===== src/rtl/core/ctbl_pkg.sv =====
`default_nettype none
// ----------------------------------------------------------------------------
// Connection table package
// Shared types and constants for the connection table engine: operation
// codes, link state codes, field widths and the scan result record.
// ----------------------------------------------------------------------------
package ctbl_pkg;

    localparam int DATA_W  = 32;   // stamp and duration width
    localparam int KEY_W   = 32;   // device address width on the request word
    localparam int USED_W  = 5;    // width of the reported entry count

    // Link state of a table entry.
    localparam logic NOTCONNECTED = 1'b0;
    localparam logic ACTIVE       = 1'b1;

    typedef enum logic [1:0] {
        KIND_PUT    = 2'd0,
        KIND_REMOVE = 2'd1,
        KIND_LOOKUP = 2'd2
    } t_kind;

    // Outcome of one pass over the allocated part of the table.
    typedef struct packed {
        logic              hit;         // an entry with the key was found
        logic              idle_found;  // a not-connected entry was found
        logic              hit_active;  // link state of the matching entry
        logic [DATA_W-1:0] hit_stamp;
        logic [DATA_W-1:0] hit_dur;
    } t_scan_res;

endpackage
`default_nettype wire


===== src/rtl/core/ctbl_if.sv =====
`default_nettype none
// ----------------------------------------------------------------------------
// Connection table channel interfaces
// Request and response channels with a valid/ready handshake; a word moves
// at a rising edge where valid and ready are both high.
// ----------------------------------------------------------------------------
interface ctbl_req_if
    import ctbl_pkg::*;
();
    logic              valid;
    logic              ready;
    logic [1:0]        kind;
    logic [KEY_W-1:0]  key;
    logic [DATA_W-1:0] stamp;
    logic [DATA_W-1:0] duration;

    modport source (output valid, kind, key, stamp, duration, input ready);
    modport sink   (input valid, kind, key, stamp, duration, output ready);
endinterface

interface ctbl_rsp_if
    import ctbl_pkg::*;
();
    logic              valid;
    logic              ready;
    logic              ok;
    logic              found;
    logic              link_state;
    logic [DATA_W-1:0] stamp_out;
    logic [DATA_W-1:0] duration_out;
    logic [USED_W-1:0] used_entries;

    modport source (output valid, ok, found, link_state, stamp_out, duration_out,
                    used_entries, input ready);
    modport sink   (input valid, ok, found, link_state, stamp_out, duration_out,
                    used_entries, output ready);
endinterface
`default_nettype wire


===== src/rtl/core/ctbl_mem.sv =====
`default_nettype none
// ----------------------------------------------------------------------------
// Connection table memory
// Simple dual-port synchronous memory: one write port, one read port with
// registered read data.
// ----------------------------------------------------------------------------
module ctbl_mem #(
    parameter int DEPTH = 16,
    parameter int AW    = 4,
    parameter int W     = 97
) (
    input  wire logic          i_clk,
    input  wire logic          i_we,
    input  wire logic [AW-1:0] i_waddr,
    input  wire logic [W-1:0]  i_wdata,
    input  wire logic          i_re,
    input  wire logic [AW-1:0] i_raddr,
    output logic      [W-1:0]  o_rdata
);

    logic [W-1:0] r_mem [DEPTH];
    logic [W-1:0] r_rdata;

    always_ff @(posedge i_clk) begin
        if (i_we) begin
            r_mem[i_waddr] <= i_wdata;
        end
    end

    always_ff @(posedge i_clk) begin
        if (i_re) begin
            r_rdata <= r_mem[i_raddr];
        end
    end

    assign o_rdata = r_rdata;

endmodule
`default_nettype wire


===== src/rtl/core/ctbl_scan.sv =====
`default_nettype none
// ----------------------------------------------------------------------------
// Connection table scanner
// Walks the allocated entries one read per cycle and records the lowest
// entry with a matching key and the lowest not-connected entry.
// ----------------------------------------------------------------------------
module ctbl_scan
    import ctbl_pkg::*;
#(
    parameter int AW = 4,
    parameter int CW = 5,
    parameter int KW = 32
) (
    input  wire logic                   i_clk,
    input  wire logic                   i_rst_n,
    input  wire logic                   i_start,
    input  wire logic [CW-1:0]          i_count,
    input  wire logic [KW-1:0]          i_key,
    input  wire logic [KW+2*DATA_W:0]   i_rdata,
    output logic                        o_re,
    output logic      [AW-1:0]          o_raddr,
    output logic                        o_done,
    output t_scan_res                   o_res,
    output logic      [AW-1:0]          o_hit_idx,
    output logic      [AW-1:0]          o_idle_idx
);

    localparam int W = KW + 2 * DATA_W + 1;

    logic            r_busy, n_busy;
    logic [CW-1:0]   r_idx, n_idx;
    logic            r_pend, n_pend;
    logic [AW-1:0]   r_pend_idx, n_pend_idx;
    t_scan_res       r_res, n_res;
    logic [AW-1:0]   r_hit_idx, n_hit_idx;
    logic [AW-1:0]   r_idle_idx, n_idle_idx;

    logic [KW-1:0]     rd_key;
    logic [DATA_W-1:0] rd_stamp;
    logic [DATA_W-1:0] rd_dur;
    logic              rd_act;
    logic              issue;

    assign rd_key   = i_rdata[W-1 -: KW];
    assign rd_stamp = i_rdata[2*DATA_W -: DATA_W];
    assign rd_dur   = i_rdata[DATA_W -: DATA_W];
    assign rd_act   = i_rdata[0];

    assign issue   = r_busy && (r_idx != i_count);
    assign o_re    = issue;
    assign o_raddr = r_idx[AW-1:0];
    assign o_done  = r_busy && (r_idx == i_count) && !r_pend;

    always_comb begin
        n_busy     = r_busy;
        n_idx      = r_idx;
        n_pend     = issue;
        n_pend_idx = r_idx[AW-1:0];
        n_res      = r_res;
        n_hit_idx  = r_hit_idx;
        n_idle_idx = r_idle_idx;
        if (i_start) begin
            n_busy = 1'b1;
            n_idx  = '0;
            n_pend = 1'b0;
            n_res  = '0;
        end else begin
            if (issue) begin
                n_idx = CW'(r_idx + 1'b1);
            end
            if (o_done) begin
                n_busy = 1'b0;
            end
            // Data for the read issued last cycle is on the memory output now.
            if (r_pend && !r_res.hit && (rd_key == i_key)) begin
                n_res.hit        = 1'b1;
                n_res.hit_active = rd_act;
                n_res.hit_stamp  = rd_stamp;
                n_res.hit_dur    = rd_dur;
                n_hit_idx        = r_pend_idx;
            end
            if (r_pend && !r_res.idle_found && (rd_act == NOTCONNECTED)) begin
                n_res.idle_found = 1'b1;
                n_idle_idx       = r_pend_idx;
            end
        end
    end

    always_ff @(posedge i_clk) begin
        if (!i_rst_n) begin
            r_busy <= 1'b0;
            r_pend <= 1'b0;
            r_idx  <= '0;
            r_res  <= '0;
        end else begin
            r_busy <= n_busy;
            r_pend <= n_pend;
            r_idx  <= n_idx;
            r_res  <= n_res;
        end
    end

    always_ff @(posedge i_clk) begin
        r_pend_idx <= n_pend_idx;
        r_hit_idx  <= n_hit_idx;
        r_idle_idx <= n_idle_idx;
    end

    assign o_res      = r_res;
    assign o_hit_idx  = r_hit_idx;
    assign o_idle_idx = r_idle_idx;

endmodule
`default_nettype wire


===== src/rtl/core/connection_table_engine.sv =====
`default_nettype none
// One operation at a time: a new request word is taken only after the
// response word of the last one has left. The table scan makes one read per
// cycle over the allocated entries (none when the table is empty), and the
// response word is registered in the decide state.
// Reset clears the control state and the allocated count; the table memory
// itself is not cleared, as entries at or above the count are never read.
// ----------------------------------------------------------------------------
// Connection table engine
// A flat table of connection entries keyed by device address, supporting
// put, remove and lookup through a scan of one synchronous memory followed
// by at most one read-modify-write back.
// ----------------------------------------------------------------------------
module connection_table_engine
    import ctbl_pkg::*;
#(
    parameter int ENTRIES  = 16,
    parameter int KEY_BITS = 32
) (
    input  wire logic   i_clk,
    input  wire logic   i_rst_n,
    ctbl_req_if.sink    i_req,
    ctbl_rsp_if.source  o_rsp
);

    // Only the low KEY_BITS of an address are kept, and the address on the
    // request word is KEY_W wide, so the stored key never needs more.
    localparam int KW = (KEY_BITS < KEY_W) ? KEY_BITS : KEY_W;
    localparam int AW = (ENTRIES > 1) ? $clog2(ENTRIES) : 1;
    localparam int CW = $clog2(ENTRIES + 1);
    localparam int W  = KW + 2 * DATA_W + 1;

    // One-hot sequencer: wait for a word, scan, write back, present result.
    typedef enum logic [3:0] {
        S_IDLE   = 4'b0001,
        S_SCAN   = 4'b0010,
        S_DECIDE = 4'b0100,
        S_RESP   = 4'b1000
    } t_state;

    t_state            r_state, n_state;
    logic [CW-1:0]     r_count, n_count;

    // The accepted request word is held for the whole operation.
    logic [1:0]        r_kind;
    logic [KW-1:0]     r_key;
    logic [DATA_W-1:0] r_stamp;
    logic [DATA_W-1:0] r_dur;

    // Response register, loaded in the write-back cycle.
    logic              r_ok, n_ok;
    logic              r_found, n_found;
    logic              r_link, n_link;
    logic [DATA_W-1:0] r_stamp_o, n_stamp_o;
    logic [DATA_W-1:0] r_dur_o, n_dur_o;
    logic [USED_W-1:0] r_used;

    logic              req_acc;
    logic              scan_done;
    t_scan_res         scan_res;
    logic [AW-1:0]     hit_idx, idle_idx;
    logic              mem_re;
    logic [AW-1:0]     mem_raddr;
    logic [W-1:0]      mem_rdata;
    logic              wr_en;
    logic [AW-1:0]     wr_addr;
    logic [W-1:0]      wr_data;

    assign i_req.ready = (r_state == S_IDLE);
    assign req_acc     = i_req.valid && i_req.ready;

    ctbl_scan #(
        .AW (AW),
        .CW (CW),
        .KW (KW)
    ) u_scan (
        .i_clk      (i_clk),
        .i_rst_n    (i_rst_n),
        .i_start    (req_acc),
        .i_count    (r_count),
        .i_key      (r_key),
        .i_rdata    (mem_rdata),
        .o_re       (mem_re),
        .o_raddr    (mem_raddr),
        .o_done     (scan_done),
        .o_res      (scan_res),
        .o_hit_idx  (hit_idx),
        .o_idle_idx (idle_idx)
    );

    // The write-back happens in the decide cycle, after the last read of the
    // scan has returned, and the next scan starts only after the response
    // word has left, so a read never overlaps a write to the same entry.
    ctbl_mem #(
        .DEPTH (ENTRIES),
        .AW    (AW),
        .W     (W)
    ) u_mem (
        .i_clk   (i_clk),
        .i_we    (wr_en && (r_state == S_DECIDE)),
        .i_waddr (wr_addr),
        .i_wdata (wr_data),
        .i_re    (mem_re),
        .i_raddr (mem_raddr),
        .o_rdata (mem_rdata)
    );

    // Decision on the scan outcome. The lowest matching entry takes
    // priority; without one, a put reuses the lowest not-connected entry
    // and only then appends at the end of the allocated region.
    always_comb begin
        wr_en     = 1'b0;
        wr_addr   = hit_idx;
        wr_data   = {r_key, r_stamp, r_dur, ACTIVE};
        n_count   = r_count;
        n_ok      = 1'b0;
        n_found   = 1'b0;
        n_link    = NOTCONNECTED;
        n_stamp_o = '0;
        n_dur_o   = '0;
        unique case (t_kind'(r_kind))
            KIND_PUT: begin
                if (scan_res.hit) begin
                    n_found = 1'b1;
                    if (scan_res.hit_active == NOTCONNECTED) begin
                        wr_en     = 1'b1;
                        n_ok      = 1'b1;
                        n_link    = ACTIVE;
                        n_stamp_o = r_stamp;
                        n_dur_o   = r_dur;
                    end else begin
                        // Still active: the entry is reported unchanged.
                        n_link    = scan_res.hit_active;
                        n_stamp_o = scan_res.hit_stamp;
                        n_dur_o   = scan_res.hit_dur;
                    end
                end else if (scan_res.idle_found || (r_count < CW'(ENTRIES))) begin
                    wr_en     = 1'b1;
                    wr_addr   = scan_res.idle_found ? idle_idx : r_count[AW-1:0];
                    n_count   = scan_res.idle_found ? r_count : CW'(r_count + 1'b1);
                    n_ok      = 1'b1;
                    n_found   = 1'b1;
                    n_link    = ACTIVE;
                    n_stamp_o = r_stamp;
                    n_dur_o   = r_dur;
                end
            end
            KIND_REMOVE: begin
                if (scan_res.hit) begin
                    wr_en     = 1'b1;
                    wr_data   = {r_key, scan_res.hit_stamp, scan_res.hit_dur,
                                 NOTCONNECTED};
                    n_ok      = 1'b1;
                    n_found   = 1'b1;
                    n_stamp_o = scan_res.hit_stamp;
                    n_dur_o   = scan_res.hit_dur;
                end
            end
            KIND_LOOKUP: begin
                if (scan_res.hit) begin
                    n_ok      = 1'b1;
                    n_found   = 1'b1;
                    n_link    = scan_res.hit_active;
                    n_stamp_o = scan_res.hit_stamp;
                    n_dur_o   = scan_res.hit_dur;
                end
            end
            default: begin
                // Unused operation code: nothing changes, all fields but the entry count zero.
            end
        endcase
    end

    always_comb begin
        n_state = r_state;
        unique case (r_state)
            S_IDLE:   if (req_acc)     n_state = S_SCAN;
            S_SCAN:   if (scan_done)   n_state = S_DECIDE;
            S_DECIDE:                  n_state = S_RESP;
            S_RESP:   if (o_rsp.ready) n_state = S_IDLE;
            default:                   n_state = S_IDLE;
        endcase
    end

    always_ff @(posedge i_clk) begin
        if (!i_rst_n) begin
            r_state <= S_IDLE;
            r_count <= '0;
        end else begin
            r_state <= n_state;
            if (r_state == S_DECIDE) begin
                r_count <= n_count;
            end
        end
    end

    always_ff @(posedge i_clk) begin
        if (req_acc) begin
            r_kind  <= i_req.kind;
            r_key   <= i_req.key[KW-1:0];
            r_stamp <= i_req.stamp;
            r_dur   <= i_req.duration;
        end
        if (r_state == S_DECIDE) begin
            r_ok      <= n_ok;
            r_found   <= n_found;
            r_link    <= n_link;
            r_stamp_o <= n_stamp_o;
            r_dur_o   <= n_dur_o;
            r_used    <= USED_W'(n_count);
        end
    end

    assign o_rsp.valid        = (r_state == S_RESP);
    assign o_rsp.ok           = r_ok;
    assign o_rsp.found        = r_found;
    assign o_rsp.link_state   = r_link;
    assign o_rsp.stamp_out    = r_stamp_o;
    assign o_rsp.duration_out = r_dur_o;
    assign o_rsp.used_entries = r_used;

    // The allocated count never passes the table depth.
    a_count_bound: assert property (@(posedge i_clk) disable iff (!i_rst_n)
        r_count <= CW'(ENTRIES))
        else $error("allocated count beyond table depth");

    // The count only ever grows, and by one entry at a time.
    a_count_step: assert property (@(posedge i_clk) disable iff (!i_rst_n)
        $past(i_rst_n) && (r_count != $past(r_count)) |->
            (r_count == CW'($past(r_count) + 1'b1)))
        else $error("allocated count changed by other than one");

    // A new request word is never taken while a response word is pending.
    a_one_at_a_time: assert property (@(posedge i_clk) disable iff (!i_rst_n)
        !(i_req.ready && o_rsp.valid))
        else $error("request taken while response pending");

    // A successful put always leaves the entry active.
    a_put_active: assert property (@(posedge i_clk) disable iff (!i_rst_n)
        o_rsp.valid && r_ok && (r_kind == KIND_PUT) |-> (r_link == ACTIVE) && r_found)
        else $error("successful put did not report an active entry");

endmodule
`default_nettype wire


===== src/flat_wrapper.sv =====
// flat-port wrapper written by rule: the top's interface ports become plain ports
module connection_table_engine_flat import ctbl_pkg::*;
#(
    parameter int ENTRIES  = 16,
    parameter int KEY_BITS = 32
)
  (i_clk, i_rst_n, i_req_valid, i_req_kind, i_req_key, i_req_stamp, i_req_duration, i_req_ready, o_rsp_valid, o_rsp_ok, o_rsp_found, o_rsp_link_state, o_rsp_stamp_out, o_rsp_duration_out, o_rsp_used_entries, o_rsp_ready);
  ctbl_req_if i_req_i ();
  ctbl_rsp_if o_rsp_i ();
  input  wire logic i_clk;
  input  wire logic i_rst_n;
  input wire logic [$bits(i_req_i.valid)-1:0] i_req_valid;
  input wire logic [$bits(i_req_i.kind)-1:0] i_req_kind;
  input wire logic [$bits(i_req_i.key)-1:0] i_req_key;
  input wire logic [$bits(i_req_i.stamp)-1:0] i_req_stamp;
  input wire logic [$bits(i_req_i.duration)-1:0] i_req_duration;
  output wire logic [$bits(i_req_i.ready)-1:0] i_req_ready;
  output wire logic [$bits(o_rsp_i.valid)-1:0] o_rsp_valid;
  output wire logic [$bits(o_rsp_i.ok)-1:0] o_rsp_ok;
  output wire logic [$bits(o_rsp_i.found)-1:0] o_rsp_found;
  output wire logic [$bits(o_rsp_i.link_state)-1:0] o_rsp_link_state;
  output wire logic [$bits(o_rsp_i.stamp_out)-1:0] o_rsp_stamp_out;
  output wire logic [$bits(o_rsp_i.duration_out)-1:0] o_rsp_duration_out;
  output wire logic [$bits(o_rsp_i.used_entries)-1:0] o_rsp_used_entries;
  input wire logic [$bits(o_rsp_i.ready)-1:0] o_rsp_ready;
  assign i_req_i.valid = i_req_valid;
  assign i_req_i.kind = i_req_kind;
  assign i_req_i.key = i_req_key;
  assign i_req_i.stamp = i_req_stamp;
  assign i_req_i.duration = i_req_duration;
  assign i_req_ready = i_req_i.ready;
  assign o_rsp_valid = o_rsp_i.valid;
  assign o_rsp_ok = o_rsp_i.ok;
  assign o_rsp_found = o_rsp_i.found;
  assign o_rsp_link_state = o_rsp_i.link_state;
  assign o_rsp_stamp_out = o_rsp_i.stamp_out;
  assign o_rsp_duration_out = o_rsp_i.duration_out;
  assign o_rsp_used_entries = o_rsp_i.used_entries;
  assign o_rsp_i.ready = o_rsp_ready;
  connection_table_engine #(.ENTRIES(ENTRIES), .KEY_BITS(KEY_BITS)) u_core (.i_clk(i_clk), .i_rst_n(i_rst_n), .i_req(i_req_i), .o_rsp(o_rsp_i));
endmodule

===== config.mk =====
export PLATFORM = sky130hd
export DESIGN_NAME = connection_table_engine_flat
export DESIGN_NICKNAME = d
export VERILOG_FILES = /design/src/rtl/core/ctbl_pkg.sv /design/src/rtl/core/ctbl_if.sv /design/src/rtl/core/ctbl_mem.sv /design/src/rtl/core/ctbl_scan.sv /design/src/rtl/core/connection_table_engine.sv /design/src/flat_wrapper.sv
export SDC_FILE = /design/constraint.sdc
export NUM_CORES = 2
export LEC_CHECK = 0
export ABC_AREA = 1
export BUFFER_PORTS_ARGS = -buffer_cell sky130_fd_sc_hd__buf_2
export CAP_MARGIN = 20
export CORE_MARGIN = 3
export CORE_UTILIZATION = 28
export CTS_CLUSTER_SIZE = 24
export DETAILED_ROUTE_END_ITERATION = 10
export MAX_ROUTING_LAYER = met4
export PLACE_DENSITY = 0.54
export SYNTH_ARGS = -nofsm -noshare
export SYNTH_HDL_FRONTEND = slang
export SYNTH_SLANG_ARGS = --single-unit

===== constraint.sdc =====
create_clock -name i_clk -period 21.1 [get_ports i_clk]
set_input_delay 1.055 -clock i_clk [delete_from_list [all_inputs] [get_ports i_clk]]
set_output_delay 1.055 -clock i_clk [all_outputs]
set_load 0.02 [all_outputs]

==> flow_summary.toml <==
[timing]
hold_viol = 0
fin_crit_ns = 5.25
period_share_pct = 24.9
worst_slew_margin_rel_pct = 22.5
final.setup.tns_ns = 0
worst-slew-pin-transition_ns = 1.16
rsz0062_at_grt = "false"
clock_skew_ns = 0.0742
setup_viol = 0
maxClockFrequency_ghz = 0.190
final_max_slew_viol_count = 0

[power_and_ir_drop]
leakagePower_nw = 27.6
irDropWorstVdd_v = 0.0000646
p_per_area_mw_per_mm2 = 91.9
report.power.total_mw = 7.85

[floorplanning]
die-height_um = 523
core.rowCount = 189
initial_utilization_pct = 28.2
core_sq_mm = 0.266
die_w_um = 523
ios = 176
die_area_sq_mm = 0.274

[finish]
antenna_cells_inserted = 0
layout.nets = 5797
area_growth_syn_to_layout_pct = 14.1
final_layout_size_suffix_gt1_share_pct = 12.6

[synthesis]
yosys_warnings = 0
ys_seq_area_share_pct = 75.6
count_leader_synth = "edfxtp_1"
netlist_area_sq_mm = 0.0749
synth-async-reset-ratio_pct = 0
synth_common_cells = "edfxtp_1 (1827), nor2_1 (909), o21ai_0 (748)"
synthesis.area_per_instance_sq_um = 13.4
count_of_different_cell_masters_after_synthesis = 42
synth_top_flop_cell = "edfxtp_1"
synth.area.top_cells = "edfxtp_1 (73%), o21ai_0 (5.0%), nor2_1 (4.6%), dfxtp_1 (2.3%), nand2_1 (2.2%)"
number_of_enable_type_register_cells_in_the_synthesized_netlist = 1827
synth_nets = 5715
post_synth_inst_count = 5607
postSynthRegisterBits = 1914
synth_area_leader_cell = "edfxtp_1"
synth_top_cell_area_share_pct = 73.3

[critical_path]
crit_chain = "inv_2 -> nand2_4 -> nand3_1 -> a21oi_2 -> nand3_1 -> nor2_4 -> buf_4 -> buf_4"
crit_path_top_delay_cell = "nor2_4"
endpoint_kind = "register"
timing.critical_path.from_type = "register"
critPathRequiredTime_ns = 21.53
timing.critical_path.arrival_ns = 5.68
critical_path_class = "register to register"
crit_path_max_incr_delay_ns = 0.81
crit_fanout = 66

[clock_tree]
clkTransAtPathRegs_ns = 0.06
numClockSinks = 1914
clkLatencyLatePin_ns = 0.87
cts_resized = 0
tritoncts.num_buffers = 201
tritoncts = "built"
cts.htree.levels = 4
clk_root_buffer_cell = "clkbuf_16"
post_cts.repair.setup_buffers = 0
cts_buffer_depth = 4
holdBufCountCts = 0

[global_routing]
grt_start_max_net_pins = 199
grt-ovfl-total = 0
grt_pass1_wl_um = 301000
grt_pass1_vias = 44900
grt_antenna_before_repair = 13
groute.usage.overall_pct = 14.9

[detailed_routing]
wire_per_inst_um = 21.9
drc_errors = 0
detailedRoute.firstPassIterationCount = 6
viasPerCell = 4.92
first_iter_violations = 4224
vias = 46100
totalWireLength_um = 205000
ant_nets = 0

[place]
routability_congestion_estimate_from_global_placement = 0.782
portBuffers = 175
dp_hpwl_um = 106000

[hold_path]
holdCritPathClass = "input port to register"

[job]
max-cap-violations = 0

[run_status]
status = "complete, no violations"
final timing paths:
check | end | from | cells past startpoint | slack (ns)
worst max-delay path | u_core.u_mem.r_mem[7][46]$_DFFE_PP_ | u_core.u_scan.o_res[66]$_SDFFE_PP0P_ | 8 | 15.85
worst max register to register | u_core.u_mem.r_mem[7][46]$_DFFE_PP_ | u_core.u_scan.o_res[66]$_SDFFE_PP0P_ | 8 | 15.85
worst min-delay path | u_core.r_key[1]$_DFFE_PP_ | i_req_key[1] | 1 | 0.36
worst min register to register | u_core.u_scan.o_hit_idx[0]$_DFFE_PP_ | u_core.u_scan.r_pend_idx[0]$_DFF_P_ | 0 | 0.43
cell usage in the layout, fill, tap and decap left out, drive strengths merged, types with 83 or more instances in the layout:
cell type / Yosys / final
o22ai: 234 / 234
nor2: 973 / 973
a21oi: 83 / 83
buf: 174 / 261
inv: 162 / 171
o221ai: 156 / 156
dfxtp: 87 / 87
o21ai: 790 / 790
nand3: 236 / 236
nand2: 467 / 467
clkbuf: 208 / 264
edfxtp: 1827 / 1827
cell type report:
type	instances	area (sq um)
sequential	1914	56600
clock buffer	264	5410
multi-input combinational	3148	16000
clock inverter	90	666
timing repair buffer	261	1650
fill	26100	180000
tap	3533	4420
inverter	163	649
registers in the layout (all words and copies together) (netlist names), 5 cells and up:
register / count
u_core.o_rsp.duration_out: 32
u_core.o_rsp.stamp_out: 32
u_core.o_rsp.used_entries: 5
u_core.r_count: 5
u_core.r_dur: 32
u_core.r_key: 32
u_core.r_stamp: 32
u_core.u_mem.o_rdata: 97
u_core.u_mem.r_mem: 1552
u_core.u_scan.o_res: 67
u_core.u_scan.r_idx: 5
worst max-delay path: cells and delay by family, from the launching register on:
| kind | cells | cell delay, ns |
|---|---|---|
| and+or+nand+nor | 4 | 2.15 |
| buffers and inverters | 3 | 1.59 |
| DFF | 1 | 0.65 |
| AOI/OAI and AO/OA | 1 | 0.33 |
power breakdown:
group / internal, mW / switching [mW] / leakage, nW
sequential: 4.23 / 0.0381 / 17.2
combinational: 0.0552 / 0.180 / 7.42
clock: 1.89 / 1.46 / 2.96
layer usage:
| metal | wire, um | track usage (%) |
|---|---|---|
| met5 | 0 | - |
| met2 | 99600 | 24.4 |
| met4 | 5300 | 3.95 |
| met1 | 88300 | 19.5 |
| met3 | 12000 | 2.08 |
kinds of logic after synthesis:
logic type / count (synthesis) / share of synthesized area, %
buf+inv: 545 / 3.29
simple gates: 1760 / 9.86
fa+ha+maj: 6 / 0.100
flops: 1914 / 75.6
xor+xnor: 14 / 0.164
compound gates: 1305 / 10.1
mux: 63 / 0.947
per-stage QoR:
stage	instances	utilization, %	setup WS (ns)	hold WS, ns	instance area [sq um]
2_1_floorplan	5607	-	13.29	0.326	74900
3_5_place_dp	9017	29.9	15.82	0.410	79300
6_report	9373	32.2	15.85	0.357	85400
5_1_grt	9373	32.2	15.55	0.303	85400
3_3_place_gp	9016	29.9	16.00	0.416	79300
4_1_cts	9371	32.2	15.77	0.281	85400
Note: power is estimated with default switching activity, not from simulation.
